$ cat src/design/srm_pkg.sv
// Package for the small register machine execution core.
// Holds sizes, opcode, operand kind and status codes, controller states, shared structs and the flag function.
package srm_pkg;
    localparam int NumRegs  = 7;
    localparam int MemWords = 64;
    localparam int RegIdxW  = 3;
    localparam int MemAdrW  = $clog2(MemWords);
    localparam int DataW    = 32;
    localparam int PcW      = 16;

    typedef enum logic [3:0] {
        OP_MOV = 4'd0, OP_ADD = 4'd1, OP_SUB = 4'd2, OP_MUL = 4'd3,
        OP_DIV = 4'd4, OP_INC = 4'd5, OP_DEC = 4'd6, OP_IN = 4'd7,
        OP_OUT = 4'd8, OP_LOAD = 4'd9, OP_STORE = 4'd10, OP_SHL = 4'd11,
        OP_SHR = 4'd12, OP_ROL = 4'd13, OP_ROR = 4'd14, OP_BAD = 4'd15
    } t_op;

    typedef enum logic [1:0] {
        KIND_REG = 2'd0, KIND_IMM = 2'd1, KIND_MEM = 2'd2, KIND_IND = 2'd3
    } t_kind;

    typedef enum logic [1:0] {
        ST_OK = 2'd0, ST_INVALID = 2'd1, ST_DIV_ZERO = 2'd2, ST_RSVD = 2'd3
    } t_status;

    typedef enum logic [2:0] {
        S_IDLE, S_FETCH1, S_FETCH2, S_FETCH3, S_ITER, S_DONE, S_OUT
    } t_state;

    // Request to and answer from the shared multiply/divide unit.
    typedef struct packed {
        logic start;
        logic is_div;
    } t_md_req;

    typedef struct packed {
        logic done;
    } t_md_rsp;

    // Input beat payload.
    typedef struct packed {
        logic [3:0]  op;
        logic [1:0]  first_kind;
        logic [2:0]  first_reg;
        logic [30:0] first_num;
        logic [1:0]  second_kind;
        logic [2:0]  second_reg;
        logic [30:0] second_num;
        logic [31:0] in_value;
    } t_in_item;

    // Output beat payload.
    typedef struct packed {
        logic [15:0] pc;
        logic [1:0]  status;
        logic [31:0] out_value;
        logic        flag_over;
        logic        flag_under;
        logic        flag_carry;
        logic        flag_zero;
    } t_out_item;

    // Flags of a signed 32-bit result: over, under, carry, zero.
    function automatic logic [3:0] calc_flags(input logic [31:0] r);
        logic neg;
        neg = r[31];
        calc_flags[3] = !neg && (r != 32'd0) && (r <= 32'd254);
        calc_flags[2] = neg;
        calc_flags[1] = !neg && (r > 32'd255);
        calc_flags[0] = (r == 32'd0);
    endfunction
endpackage

$ cat src/design/srm_if.sv
// Valid/ready channel interface for the register machine beats.
// Depends on srm_pkg for the input and output payload structs.
interface srm_in_if;
    logic        valid;
    logic        ready;
    srm_pkg::t_in_item data;
    modport source (output valid, output data, input ready);
    modport sink   (input valid, input data, output ready);
endinterface

interface srm_out_if;
    logic        valid;
    logic        ready;
    srm_pkg::t_out_item data;
    modport source (output valid, output data, input ready);
    modport sink   (input valid, input data, output ready);
endinterface

$ cat src/design/srm_muldiv.sv
// Shared iterative multiply/divide unit: one bit per cycle.
// Depends on srm_pkg. Divide is signed, truncating; multiply keeps low 32 bits.
module srm_muldiv (
    input  logic               i_clk,
    input  logic               i_rst_n,
    input  srm_pkg::t_md_req   i_req,
    input  logic [31:0]        i_a,
    input  logic [31:0]        i_b,
    output srm_pkg::t_md_rsp   o_rsp,
    output logic [31:0]        o_result
);
    import srm_pkg::*;

    logic        r_busy, n_busy;
    logic        r_div;
    logic [4:0]  r_cnt;
    logic        r_neg;
    logic [31:0] r_acc;   // product or remainder
    logic [31:0] r_q;     // multiplier or dividend/quotient
    logic [31:0] r_b;     // multiplicand or divisor magnitude
    logic        r_done;
    logic [32:0] rem_try;
    logic [31:0] rem_sh;

    // Next remainder for one restoring step.
    always_comb begin
        rem_sh  = {r_acc[30:0], r_q[31]};
        rem_try = {1'b0, rem_sh} - {1'b0, r_b};
    end

    always_comb begin
        n_busy = r_busy;
        if (i_req.start) begin
            n_busy = 1'b1;
        end else if (r_busy && r_cnt == 5'd31) begin
            n_busy = 1'b0;
        end
    end

    // Control state.
    always_ff @(posedge i_clk) begin
        if (!i_rst_n) begin
            r_busy <= 1'b0;
            r_done <= 1'b0;
            r_cnt  <= '0;
        end else begin
            r_busy <= n_busy;
            r_done <= r_busy && r_cnt == 5'd31;
            if (i_req.start) begin
                r_cnt <= '0;
            end else if (r_busy) begin
                r_cnt <= r_cnt + 5'd1;
            end
        end
    end

    // Datapath: load operands, then one step per cycle.
    always_ff @(posedge i_clk) begin
        if (i_req.start) begin
            r_div <= i_req.is_div;
            r_acc <= '0;
            if (i_req.is_div) begin
                r_neg <= i_a[31] ^ i_b[31];
                r_q   <= i_a[31] ? 32'd0 - i_a : i_a;
                r_b   <= i_b[31] ? 32'd0 - i_b : i_b;
            end else begin
                r_neg <= 1'b0;
                r_q   <= i_b;
                r_b   <= i_a;
            end
        end else if (r_busy) begin
            if (r_div) begin
                if (!rem_try[32]) begin
                    r_acc <= rem_try[31:0];
                    r_q   <= {r_q[30:0], 1'b1};
                end else begin
                    r_acc <= rem_sh;
                    r_q   <= {r_q[30:0], 1'b0};
                end
            end else begin
                r_acc <= (r_q[0] ? r_acc + r_b : r_acc);
                r_b   <= {r_b[30:0], 1'b0};
                r_q   <= {1'b0, r_q[31:1]};
            end
        end
    end

    assign o_rsp.done = r_done;
    assign o_result   = r_div ? (r_neg ? 32'd0 - r_q : r_q) : r_acc;

    // Done pulses only right after the last step.
    a_done_after_busy: assert property (@(posedge i_clk) disable iff (!i_rst_n)
        r_done |-> $past(r_busy)) else $error("muldiv done without busy");
    a_no_start_busy: assert property (@(posedge i_clk) disable iff (!i_rst_n)
        r_busy && r_cnt != 5'd31 |=> r_busy) else $error("muldiv dropped early");
    a_done_single: assert property (@(posedge i_clk) disable iff (!i_rst_n)
        r_done |=> !r_done) else $error("muldiv done held");
endmodule

$ cat src/design/small_register_machine_exec_core.sv
// Top level of the small register machine execution core.
// Depends on srm_pkg, srm_if and srm_muldiv.
//
//  channel  dir  payload
//  i_in     in   op, operand kinds/regs/nums, in_value
//  o_out    out  pc, status, out_value, four flags
//
// An instruction runs from one accepted input beat to the next through the
// fetch states FETCH1, FETCH2 and FETCH3 (two reads through the single
// registered read port of the data memory), commit in DONE, and the output
// beat in OUT. MUL and DIV also pass through ITER in the bit-serial
// multiply/divide unit. Input is not ready while an instruction runs or its
// result waits. Reset clears registers, flags and pc at once; the data memory
// has one valid bit per word.
module small_register_machine_exec_core (
    input  logic i_clk,
    input  logic i_rst_n,
    srm_in_if.sink    i_in,
    srm_out_if.source o_out
);
    import srm_pkg::*;

    t_state r_state, n_state;
    t_in_item r_item;
    logic [31:0] r_regs [NumRegs];
    logic [31:0] r_mem [MemWords];
    logic [MemWords-1:0] r_mvld;
    logic [3:0]  r_flags;
    logic [15:0] r_pc;
    logic [31:0] r_v1, r_v2;
    logic        r_bad;
    t_out_item   r_out;
    logic        r_ovld;

    t_md_req     md_req;
    t_md_rsp     md_rsp;
    logic [31:0] md_res;

    // Decoded view of the held item.
    t_op   op;
    t_kind k1, k2, k2a;
    logic  r1_ok, r2_ok;
    logic [31:0] reg1, reg2;
    logic  a1_ok, a2_ok;
    logic [MemAdrW-1:0] a1, a2, rd_adr;
    logic [31:0] rd_data;
    logic  rd_valid;
    logic [31:0] imm1, imm2;
    logic  fetch_second;

    assign op    = t_op'(r_item.op);
    assign k1    = t_kind'(r_item.first_kind);
    assign k2    = t_kind'(r_item.second_kind);
    assign k2a   = (k2 == KIND_IMM) ? KIND_MEM : k2;
    assign r1_ok = r_item.first_reg < 3'(NumRegs);
    assign r2_ok = r_item.second_reg < 3'(NumRegs);
    assign reg1  = r1_ok ? r_regs[r_item.first_reg] : 32'd0;
    assign reg2  = r2_ok ? r_regs[r_item.second_reg] : 32'd0;
    assign imm1  = {1'b0, r_item.first_num};
    assign imm2  = {1'b0, r_item.second_num};

    // Address of each operand for memory kinds.
    always_comb begin
        a1_ok = 1'b0;
        a1    = '0;
        if (k1 == KIND_MEM) begin
            a1_ok = imm1 < 32'(MemWords);
            a1    = imm1[MemAdrW-1:0];
        end else if (k1 == KIND_IND) begin
            a1_ok = r1_ok && reg1 < 32'(MemWords);
            a1    = reg1[MemAdrW-1:0];
        end
        a2_ok = 1'b0;
        a2    = '0;
        if (k2a == KIND_MEM) begin
            a2_ok = imm2 < 32'(MemWords);
            a2    = imm2[MemAdrW-1:0];
        end else if (k2a == KIND_IND) begin
            a2_ok = r2_ok && reg2 < 32'(MemWords);
            a2    = reg2[MemAdrW-1:0];
        end
    end

    // First address read in FETCH1, second in FETCH2; the registered port gives the data in the next cycle.
    assign fetch_second = (r_state == S_FETCH2);
    assign rd_adr = fetch_second ? a2 : a1;

    // Data memory read port, registered.
    always_ff @(posedge i_clk) begin
        rd_data <= r_mem[rd_adr];
    end
    always_ff @(posedge i_clk) begin
        if (!i_rst_n) begin
            rd_valid <= 1'b0;
        end else begin
            rd_valid <= r_mvld[rd_adr];
        end
    end
    logic [31:0] mem_q;
    assign mem_q = rd_valid ? rd_data : 32'd0;

    // Operand value, with memory data from the read port.
    logic        ops_ok;
    logic [31:0] v1_now, v2_now;
    assign v1_now = (k1 == KIND_REG) ? reg1 : (k1 == KIND_IMM) ? imm1 : mem_q;
    assign v2_now = (k2 == KIND_REG) ? reg2 : (k2 == KIND_IMM) ? imm2 : mem_q;

    // Operand validity check for two-operand ops.
    logic first_ok, second_ok;
    assign first_ok  = (k1 == KIND_REG) ? r1_ok : (k1 == KIND_IMM) ? 1'b1 : a1_ok;
    assign second_ok = (k2 == KIND_REG) ? r2_ok : (k2 == KIND_IMM) ? 1'b1 : a2_ok;
    assign ops_ok = first_ok && second_ok;

    // Next state.
    always_comb begin
        n_state = r_state;
        unique case (r_state)
            S_IDLE:   if (i_in.valid && i_in.ready) n_state = S_FETCH1;
            S_FETCH1: n_state = S_FETCH2;
            S_FETCH2: n_state = S_FETCH3;
            S_FETCH3: begin
                if (!r_bad && ops_ok && (op == OP_MUL ||
                        (op == OP_DIV && v2_now != 32'd0))) begin
                    n_state = S_ITER;
                end else begin
                    n_state = S_DONE;
                end
            end
            S_ITER:   if (md_rsp.done) n_state = S_DONE;
            S_DONE:   n_state = S_OUT;
            S_OUT:    if (o_out.ready) n_state = S_IDLE;
            default:  n_state = S_IDLE;
        endcase
    end

    // Outputs of the sequencer.
    always_comb begin
        md_req.start  = 1'b0;
        md_req.is_div = (op == OP_DIV);
        if (r_state == S_FETCH3 && n_state == S_ITER) begin
            md_req.start = 1'b1;
        end
    end
    assign i_in.ready = (r_state == S_IDLE);
    assign o_out.valid = r_ovld;
    assign o_out.data  = r_out;

    // The second operand is taken live: the unit loads it on the start cycle.
    srm_muldiv u_md (
        .i_clk    (i_clk),
        .i_rst_n  (i_rst_n),
        .i_req    (md_req),
        .i_a      (r_v1),
        .i_b      (v2_now),
        .o_rsp    (md_rsp),
        .o_result (md_res)
    );

    // 8-bit shift and rotate of the first operand.
    function automatic logic [31:0] shift8(input t_op o, input logic [31:0] v,
                                           input logic [31:0] amt);
        logic [7:0]  x;
        logic [2:0]  k;
        logic [15:0] dbl;
        logic        big;
        x   = v[7:0];
        k   = amt[2:0];
        big = amt >= 32'd8;
        dbl = {x, x};
        shift8 = '0;
        unique case (o)
            OP_SHL:  shift8 = big ? 32'd0 : {24'd0, x << k};
            OP_SHR:  shift8 = big ? 32'd0 : {24'd0, x >> k};
            OP_ROL:  shift8 = {24'd0, 8'(dbl >> (4'd8 - {1'b0, k}))};
            default: shift8 = {24'd0, 8'(dbl >> k)};
        endcase
    endfunction

    // Final result computed in S_DONE.
    logic [31:0] res;
    always_comb begin
        priority case (op)
            OP_ADD: res = r_v1 + r_v2;
            OP_SUB: res = r_v1 - r_v2;
            OP_MUL, OP_DIV: res = md_res;
            OP_INC: res = reg1 + 32'd1;
            OP_DEC: res = reg1 - 32'd1;
            OP_IN:  res = r_item.in_value;
            OP_OUT: res = reg1;
            OP_LOAD: res = r_v2;
            default: res = shift8(op, r_v1, r_v2);
        endcase
    end

    // Error check, computed in S_FETCH3 and held.
    logic [1:0] err_now;
    always_comb begin
        err_now = ST_OK;
        priority case (op)
            OP_MOV: begin
                if (k2 != KIND_REG || !r2_ok) err_now = ST_INVALID;
                else if (k1 == KIND_REG && !r1_ok) err_now = ST_INVALID;
                else if ((k1 == KIND_MEM || k1 == KIND_IND) && !a1_ok) err_now = ST_INVALID;
            end
            OP_ADD, OP_SUB, OP_MUL, OP_DIV, OP_SHL, OP_SHR, OP_ROL, OP_ROR: begin
                if (!ops_ok) err_now = ST_INVALID;
                else if (op == OP_DIV && v2_now == 32'd0) err_now = ST_DIV_ZERO;
            end
            OP_INC, OP_DEC, OP_IN, OP_OUT: begin
                if (k1 != KIND_REG || !r1_ok) err_now = ST_INVALID;
            end
            OP_LOAD, OP_STORE: begin
                if (k1 != KIND_REG || !r1_ok || !a2_ok) err_now = ST_INVALID;
            end
            default: err_now = ST_INVALID;
        endcase
    end

    logic [1:0] r_err;
    logic       wr_flags, wr_reg, wr_mem;
    logic [RegIdxW-1:0] wr_ridx;
    logic [31:0] wr_rdata, wr_mdata;
    logic [MemAdrW-1:0] wr_madr;

    // Commit decisions in S_DONE.
    always_comb begin
        wr_flags = 1'b0;
        wr_reg   = 1'b0;
        wr_mem   = 1'b0;
        wr_ridx  = r_item.first_reg;
        wr_rdata = res;
        wr_madr  = a2;
        wr_mdata = reg1;
        if (r_state == S_DONE && r_err == ST_OK) begin
            unique case (op)
                OP_MOV: begin
                    if (k1 == KIND_REG || k1 == KIND_IMM) begin
                        wr_reg   = 1'b1;
                        wr_ridx  = r_item.second_reg;
                        wr_rdata = r_v1;
                    end else begin
                        wr_mem   = 1'b1;
                        wr_madr  = a1;
                        wr_mdata = reg2;
                    end
                end
                OP_LOAD:  wr_reg = 1'b1;
                OP_STORE: wr_mem = 1'b1;
                OP_OUT:   wr_flags = 1'b1;
                OP_INC, OP_DEC, OP_IN: begin
                    wr_flags = 1'b1;
                    wr_reg   = 1'b1;
                end
                OP_BAD: wr_flags = 1'b0;
                default: begin
                    wr_flags = 1'b1;
                    wr_reg   = (k1 == KIND_REG);
                end
            endcase
        end
    end

    // Sequencer and architectural state.
    always_ff @(posedge i_clk) begin
        if (!i_rst_n) begin
            r_state <= S_IDLE;
            r_flags <= '0;
            r_pc    <= '0;
            r_mvld  <= '0;
            r_ovld  <= 1'b0;
            r_bad   <= 1'b0;
            r_err   <= ST_OK;
            for (int i = 0; i < NumRegs; i++) r_regs[i] <= '0;
        end else begin
            r_state <= n_state;
            if (r_state == S_IDLE) r_bad <= 1'b0;
            if (r_state == S_FETCH3) r_err <= err_now;
            if (wr_flags) r_flags <= calc_flags(res);
            if (wr_reg) r_regs[wr_ridx] <= wr_rdata;
            if (wr_mem) r_mvld[wr_madr] <= 1'b1;
            if (r_state == S_DONE) begin
                r_pc   <= r_pc + 16'd1;
                r_ovld <= 1'b1;
            end else if (r_ovld && o_out.ready) begin
                r_ovld <= 1'b0;
            end
        end
    end

    // Item, operand, data memory and output payload registers.
    always_ff @(posedge i_clk) begin
        if (i_in.valid && i_in.ready) r_item <= i_in.data;
        if (r_state == S_FETCH2) r_v1 <= v1_now;
        if (r_state == S_FETCH3) r_v2 <= (op == OP_LOAD) ? mem_q : v2_now;
        if (wr_mem) r_mem[wr_madr] <= wr_mdata;
        if (r_state == S_DONE) begin
            r_out.pc     <= r_pc + 16'd1;
            r_out.status <= r_err;
            r_out.out_value <= (op == OP_OUT && r_err == ST_OK) ? reg1 : 32'd0;
            {r_out.flag_over, r_out.flag_under, r_out.flag_carry, r_out.flag_zero}
                <= wr_flags ? calc_flags(res) : r_flags;
        end
    end

    // Beat handling, pc step and commit checks.
    a_ready_idle: assert property (@(posedge i_clk) disable iff (!i_rst_n)
        r_ovld |-> !i_in.ready) else $error("input taken while result waits");
    a_pc_step: assert property (@(posedge i_clk) disable iff (!i_rst_n)
        r_state == S_DONE |=> r_pc == $past(r_pc) + 16'd1) else $error("pc step");
    a_no_commit_err: assert property (@(posedge i_clk) disable iff (!i_rst_n)
        r_err != ST_OK && r_state == S_DONE |-> !wr_reg && !wr_mem && !wr_flags)
        else $error("commit on error");
endmodule
$ cat src/flat_wrapper.sv
// flat-port wrapper written by rule: the top's interface ports become plain ports
module small_register_machine_exec_core_flat import srm_pkg::*;
  (i_clk, i_rst_n, i_in_valid, i_in_data, i_in_ready, o_out_valid, o_out_data, o_out_ready);
  srm_in_if i_in_i ();
  srm_out_if o_out_i ();
  input  logic i_clk;
  input  logic i_rst_n;
  input wire logic [$bits(i_in_i.valid)-1:0] i_in_valid;
  input wire logic [$bits(i_in_i.data)-1:0] i_in_data;
  output wire logic [$bits(i_in_i.ready)-1:0] i_in_ready;
  output wire logic [$bits(o_out_i.valid)-1:0] o_out_valid;
  output wire logic [$bits(o_out_i.data)-1:0] o_out_data;
  input wire logic [$bits(o_out_i.ready)-1:0] o_out_ready;
  assign i_in_i.valid = i_in_valid;
  assign i_in_i.data = i_in_data;
  assign i_in_ready = i_in_i.ready;
  assign o_out_valid = o_out_i.valid;
  assign o_out_data = o_out_i.data;
  assign o_out_i.ready = o_out_ready;
  small_register_machine_exec_core u_core (.i_clk(i_clk), .i_rst_n(i_rst_n), .i_in(i_in_i), .o_out(o_out_i));
endmodule
$ cat config.mk
export PLATFORM = sky130hd
export DESIGN_NAME = small_register_machine_exec_core_flat
export DESIGN_NICKNAME = d
export VERILOG_FILES = /design/src/design/srm_pkg.sv /design/src/design/srm_if.sv /design/src/design/srm_muldiv.sv /design/src/design/small_register_machine_exec_core.sv /design/src/flat_wrapper.sv
export SDC_FILE = /design/constraint.sdc
export NUM_CORES = 2
export LEC_CHECK = 0
export BUFFER_PORTS_ARGS = -buffer_cell sky130_fd_sc_hd__buf_2
export CAP_MARGIN = 20
export CELL_PAD_IN_SITES_DETAIL_PLACEMENT = 1
export CELL_PAD_IN_SITES_GLOBAL_PLACEMENT = 1
export CORE_MARGIN = 5
export CORE_UTILIZATION = 55
export CTS_CLUSTER_DIAMETER = 30
export DETAILED_ROUTE_END_ITERATION = 8
export GPL_TIMING_DRIVEN = 0
export PLACE_DENSITY_LB_ADDON = 0.1
export SYNTH_ARGS = -nofsm -noshare
export SYNTH_HDL_FRONTEND = slang
export SYNTH_SLANG_ARGS = --single-unit
$ cat constraint.sdc
create_clock -name i_clk -period 12.86 [get_ports i_clk]
set_input_delay 0.643 -clock i_clk [delete_from_list [all_inputs] [get_ports i_clk]]
set_output_delay 0.643 -clock i_clk [all_outputs]
set_load 0.005 [all_outputs]
==> key figures, run 1 <==
Floorplan
  • Rows: 176
  • Chip height: 491 um
  • Initial core utilization: 55.3%
  • I/O pins: 168
  • Die Wd: 491 um

Status
  • Outcome: did not finish
  • Stop stage: 5_1_grt
  • Error: [ERROR GRT-0232] Routing congestion too high. Check the congestion heatmap in the GUI.

Clocking
  • H-tree depth: 6
  • CTS-repair resized insts: 0
  • Clk buf depth: 4
  • Setup bufs post-CTS: 0
  • Total CTS buffers: 553
  • # clock sinks: 2,764
  • Root buffer cell: clkbuf_16

Placed design
  • Port Buffers: 167
  • Routability Congestion: 1.04
  • Post-DP HPWL: 418,000 um
  • Post-Place Cell Area: 137,000 um2

Synthesis
  • Yosys reg bits: 2,764
  • Synth top cells by count: nand2_1, edfxtp_1, nand3_1, nor2_1, clkbuf_1
  • Number of synthesized flops with an enable pin: 2,564
  • Register area share after synthesis: 63.6%
  • Mapped Cells: 10,900
  • Synthesized area: 127,000 um2
  • Post-synth cell types: 95
  • Area leader, netlist: edfxtp_1
  • Syn_nets: 11,200
  • Synth area leaders: edfxtp_1, nand2_1, dfxtp_1, a311oi_1, nand3_1
  • FFs w/ async S/R, synth: 0%
  • Most frequent cell after synthesis: nand2_1
  • Yosys Warn Count: 0
  • Top-area cell type share of the netlist area: 60.5%
  • Most used flip-flop cell after synthesis: edfxtp_1
  • Avg Inst Size Synth: 11.6 um2

Global routing
  • Gr usage total: 76.7%
  • Largest net degree at the start of global routing: 75
  • Initial antenna violation count: 170
  • Grt total ovfl: 227
## per-layer routing
metal  GRT usage, %  overflow
met1           76.3         1
met2           90.8       103
met3           63.6         5
met4           77.2       117
met5           38.3         1
## logic make-up after synthesis
kind of cell	Yosys count	synth area share (%)
and+or+nand+nor	4569	15.7
DFF	2764	63.6
AOI/OAI and AO/OA	2018	11.2
buffers and inverters	898	3.06
muxes	323	3.38
xor gates and xnor gates	230	1.58
adders and majority gates	139	1.39
## through the flow
stage	hold slack (ns)	utilization [%]	worst slack, ns	std cells	setup TNS (ns)
floorplan	0.432	-	7.02	10900	0
global placement	0.443	57.3	-1.70	14100	-391.09
detailed placement	0.454	59.4	4.26	14300	0
CTS	0.0655	67.8	4.05	15400	0
## timing repair
action,4_1_cts
hold buffers,108
hold endpoints to repair,114
endpoints found under the setup margin,0
==> run 2, diff against run 1 <==
- CELL_PAD_IN_SITES_DETAIL_PLACEMENT: 1 -> unset
- CELL_PAD_IN_SITES_GLOBAL_PLACEMENT: 1 -> unset
- CORE_UTILIZATION: 55 -> 40
- CTS_CLUSTER_DIAMETER: 30 -> unset
- PLACE_DENSITY_LB_ADDON: 0.1 -> 0.15
==> key figures, run 2 <==
Synthesis
  • Synth area leaders: edfxtp_1, nand2_1, dfxtp_1, a311oi_1, nand3_1
  • Synth top cells by count: nand2_1, edfxtp_1, nand3_1, nor2_1, clkbuf_1
  • Post-Synth Adder-Cell Area: 1.39% (unchanged)
  • Synthesized area: 127,000 um2 (unchanged)
  • Yosys reg bits: 2,764 (unchanged)
  • Post-synthesis mux area share: 3.38% (unchanged)
  • Yosys Warn Count: 0 (unchanged)
  • Post-synth cell types: 95 (unchanged)
  • Avg Inst Size Synth: 11.6 um2 (unchanged)
  • Largest family of logic cells by synthesized area: simple AND/OR/NAND/NOR gates
  • Syn_nets: 11,200 (unchanged)
  • Top-area cell type share of the netlist area: 60.5% (unchanged)
  • Synth Area in XOR/XNOR: 1.58% (unchanged)
  • Simple-gate share of the synthesized area: 15.7% (unchanged)
  • Area leader, netlist: edfxtp_1
  • Most used flip-flop cell after synthesis: edfxtp_1
  • Mapped Cells: 10,900 (unchanged)
  • Register area share after synthesis: 63.6% (unchanged)
  • FFs w/ async S/R, synth: 0% (unchanged)
  • Number of synthesized flops with an enable pin: 2,564 (unchanged)
  • Most frequent cell after synthesis: nand2_1
  • Compound-gate portion of the synthesized area: 11.2% (unchanged)

Setup path
  • Critical path capture point type: flip-flop
  • Worst EP required: 13.61 ns
  • Worst r2r dst: u_core.o_out.data[3]$_DFFE_PP_
  • Worst Path Max Fanout: 10
  • R2r setup slk: 3.72 ns
  • CP Launch Type: flip-flop
  • CP Class: flip-flop to flip-flop
  • Reg2reg path depth: 22
  • WP data arrival: 9.88 ns

Status
  • Outcome: complete, but fails checks
  • Failing checks: slew limit

STA
  • F_max: 109 MHz
  • Actual slew at the worst max-slew pin: 1.54 ns
  • RSZ-0062 raised after global routing: no
  • Pins Over Slew Limit: 24
  • Relative slew slack: -2.99%
  • Clk_skew: 0.0722 ns
  • Final period utilization: 71.0%
  • Final hold violation count: 0
  • Final setup viols: 0
  • Post-layout min period: 9.14 ns

Power and ir drop
  • Pwr Density: 167 nW/um2
  • Sw power: 8.18 mW
  • Switch share: 32.7%
  • Comb pwr share: 22.6%
  • Clock share of power: 34.9%
  • Worst-case vdd ir drop: 115 uV
  • Internal power: 16.8 mW
  • Seq pwr share: 42.4%
  • P_leak: 52.5 nW

Clocking
  • CTS-repair resized insts: 0 (unchanged)
  • Total CTS buffers: 307 (-44%)
  • CTS tree: yes
  • CTS clk-pin slew, worst paths: 0.06 ns
  • # clock sinks: 2,764 (unchanged)
  • Clk buf depth: 4 (unchanged)
  • Clk_lat worst skew: 0.95 ns
  • Root buffer cell: clkbuf_16
  • H-tree depth: 5 (-1)

Global routing
  • M3 GR Usage: 5.58%
  • Vias in the first global route: 94,000
  • Met1 GRT Util: 41.4%
  • Grt total ovfl: 0
  • First-pass GRT wire length: 757,000 um
  • Initial antenna violation count: 34
  • Grt met2 use: 51.7%
  • Gr usage total: 32.5%
  • Gr busiest metal: met2
  • Largest net degree at the start of global routing: 65

Placed design
  • Post-DP HPWL: 421,000 um (+0.73%)
  • Post-Place Cell Area: 138,000 um2 (+1.4%)
  • Routability Congestion: 1.05 (+0.97%)
  • Port Buffers: 167 (unchanged)

Routing
  • Wire per inst: 34.2 um
  • Vias/cell: 6.11
  • DR vias: 98,900
  • Remaining DRCs: 0
  • Iter 0 DRT Violations: 12,900
  • Final wirelength: 554,000 um
  • Final ANT Viol Nets: 0
  • First-pass iteration count of the detailed router: 6

Floorplan
  • Rows: 207 (+18%)
  • Initial core utilization: 40.1% (-15 points)
  • Chip height: 574 um (+17%)
  • Die Wd: 574 um (+17%)
  • Full die area: 330,000 um2
  • I/O pins: 168 (unchanged)
  • Core ar.: 318,000 um2

Finish
  • Share of layout cells above drive strength 1: 11.8%
  • Top Registers: u_core.r_mem x2048, u_core.r_regs x256, u_core.r_mvld x64
  • Commonest cells after routing, fill and taps aside: nand2_1, edfxtp_1, nand3_1, clkbuf_1, nor2_1
  • Layout net count: 12,000
  • Top reg by flops: u_core.r_mem
  • Most common cell after layout, fill and taps aside: nand2_1
  • Final core occ: 47.1%
  • Area Overhead vs Synth: 17.4%
  • Finished Cell Area: 149,000 um2
  • Max reg flops: 2,048

Worst hold path
  • Hold_sp: o_out_ready
  • Hold Crit Depth: 3
  • Tightest Hold Check Type: primary input to flip-flop
  • Hold endpoint: u_core.o_out.valid$_SDFFE_PN0P_

Job
  • Maximum Capacitance Violations: 0
run 2: cell counts after synthesis:
No cell type changed its count.
run 2: logic make-up after synthesis:
logic type,count (synthesis)
AND/OR/NAND/NOR,4569
flip-flops,2764
AO/OA/AOI/OAI,2018
buffers and inverters,898
multiplexers,323
XOR/XNOR,230
adder cells (fa/ha/maj),139
run 2: critical path: stages, from the launching register on:
cell and delay [ns]:
dfxtp_1 0.31, buf_2 0.28, buf_2 0.37, buf_1 0.58
buf_8 0.25, buf_2 0.47, mux4_2 0.38, mux2i_1 0.60
or2_2 0.54, inv_1 0.29, ha_1 0.42, a21o_1 0.20
a221oi_1 0.63, or4_1 0.28, nand3_1 0.23, a21boi_0 0.62
mux2i_1 0.24, nor3_1 0.57, nor4bb_1 0.36, nand4_1 0.14
nor4_1 0.76, nand4_1 0.24, nand2_1 0.14
run 2: how the worst max path moves through the flow:
| stage | start | endpoint | slack (ns) |
|---|---|---|---|
| 4_1_cts | u_core.op[0]$_DFFE_PP_ | u_core.o_out.data[3]$_DFFE_PP_ | 4.08 |
| 3_3_place_gp | u_core.op[0]$_DFFE_PP_ | u_core.r_mem[12][12]$_DFFE_PP_ | -2.71 |
| 3_5_place_dp | u_core.op[0]$_DFFE_PP_ | u_core.o_out.data[0]$_DFFE_PP_ | 4.09 |
| 2_1_floorplan | u_core.op[0]$_DFFE_PP_ | u_core.r_mem[0][10]$_DFFE_PP_ | 7.02 |
| 6_report | flip-flop | u_core.o_out.data[3]$_DFFE_PP_ | 3.72 |
| 5_1_grt | flip-flop | u_core.o_out.data[3]$_DFFE_PP_ | 3.66 |
run 2: power by group through the flow:
| stage | Clock [mW] | Sequential (mW) | Combinational (mW) |
|---|---|---|---|
| final | 8.74 | 10.6 | 5.66 |
| after global routing | 9.20 | 10.6 | 5.79 |
| after CTS | 8.84 | 10.6 | 5.52 |
| after detailed placement | 0 | 10.8 | 5.48 |
| after global placement | 0 | 11.0 | 5.03 |
| after floorplan | 0 | 10.7 | 2.50 |
run 2: through the flow:
step / instances / setup slack (ns) / power, mW / setup TNS (ns) / hold slack [ns]
final: 16200 / 3.72 / 25.0 / 0 / 0.153
after global routing: 16200 / 3.66 / 25.6 / 0 / 0.145
after CTS: 16200 / 4.08 / 25.0 / 0 / 0.0869
after detailed placement: 15500 / 4.09 / 16.3 / 0 / 0.450
after global placement: 15300 / -2.71 / 16.0 / -1238.87 / 0.439
after floorplan: 10900 / 7.02 / 13.2 / 0 / 0.432
run 2: timing repair:
action,4_1_cts,5_1_grt
endpoints found under the hold margin,112,0
buffers inserted,0,0
hold buffers,108,0
run 2: final cells by class:
class                   count  area (um2)
diodes                     19        47.5
plain buffers             768        3420
clock buffers             401        8400
clock inverters           151        1430
fillers                 28800      168000
inverters                 130         488
multi-input cells        7279       43400
flip-flops and latches   2764       81000
well taps                4180        5230
repair buffers            506        6040
run 2: layer usage:
metal  part of all wire [%]  vias up
li1                       -    42500
met1                     38    49900
met2                     46     5250
met3                    8.2     1261
met4                    7.6       14
met5                  0.018        -
No activity file was read; power rests on OpenSTA's default activity.
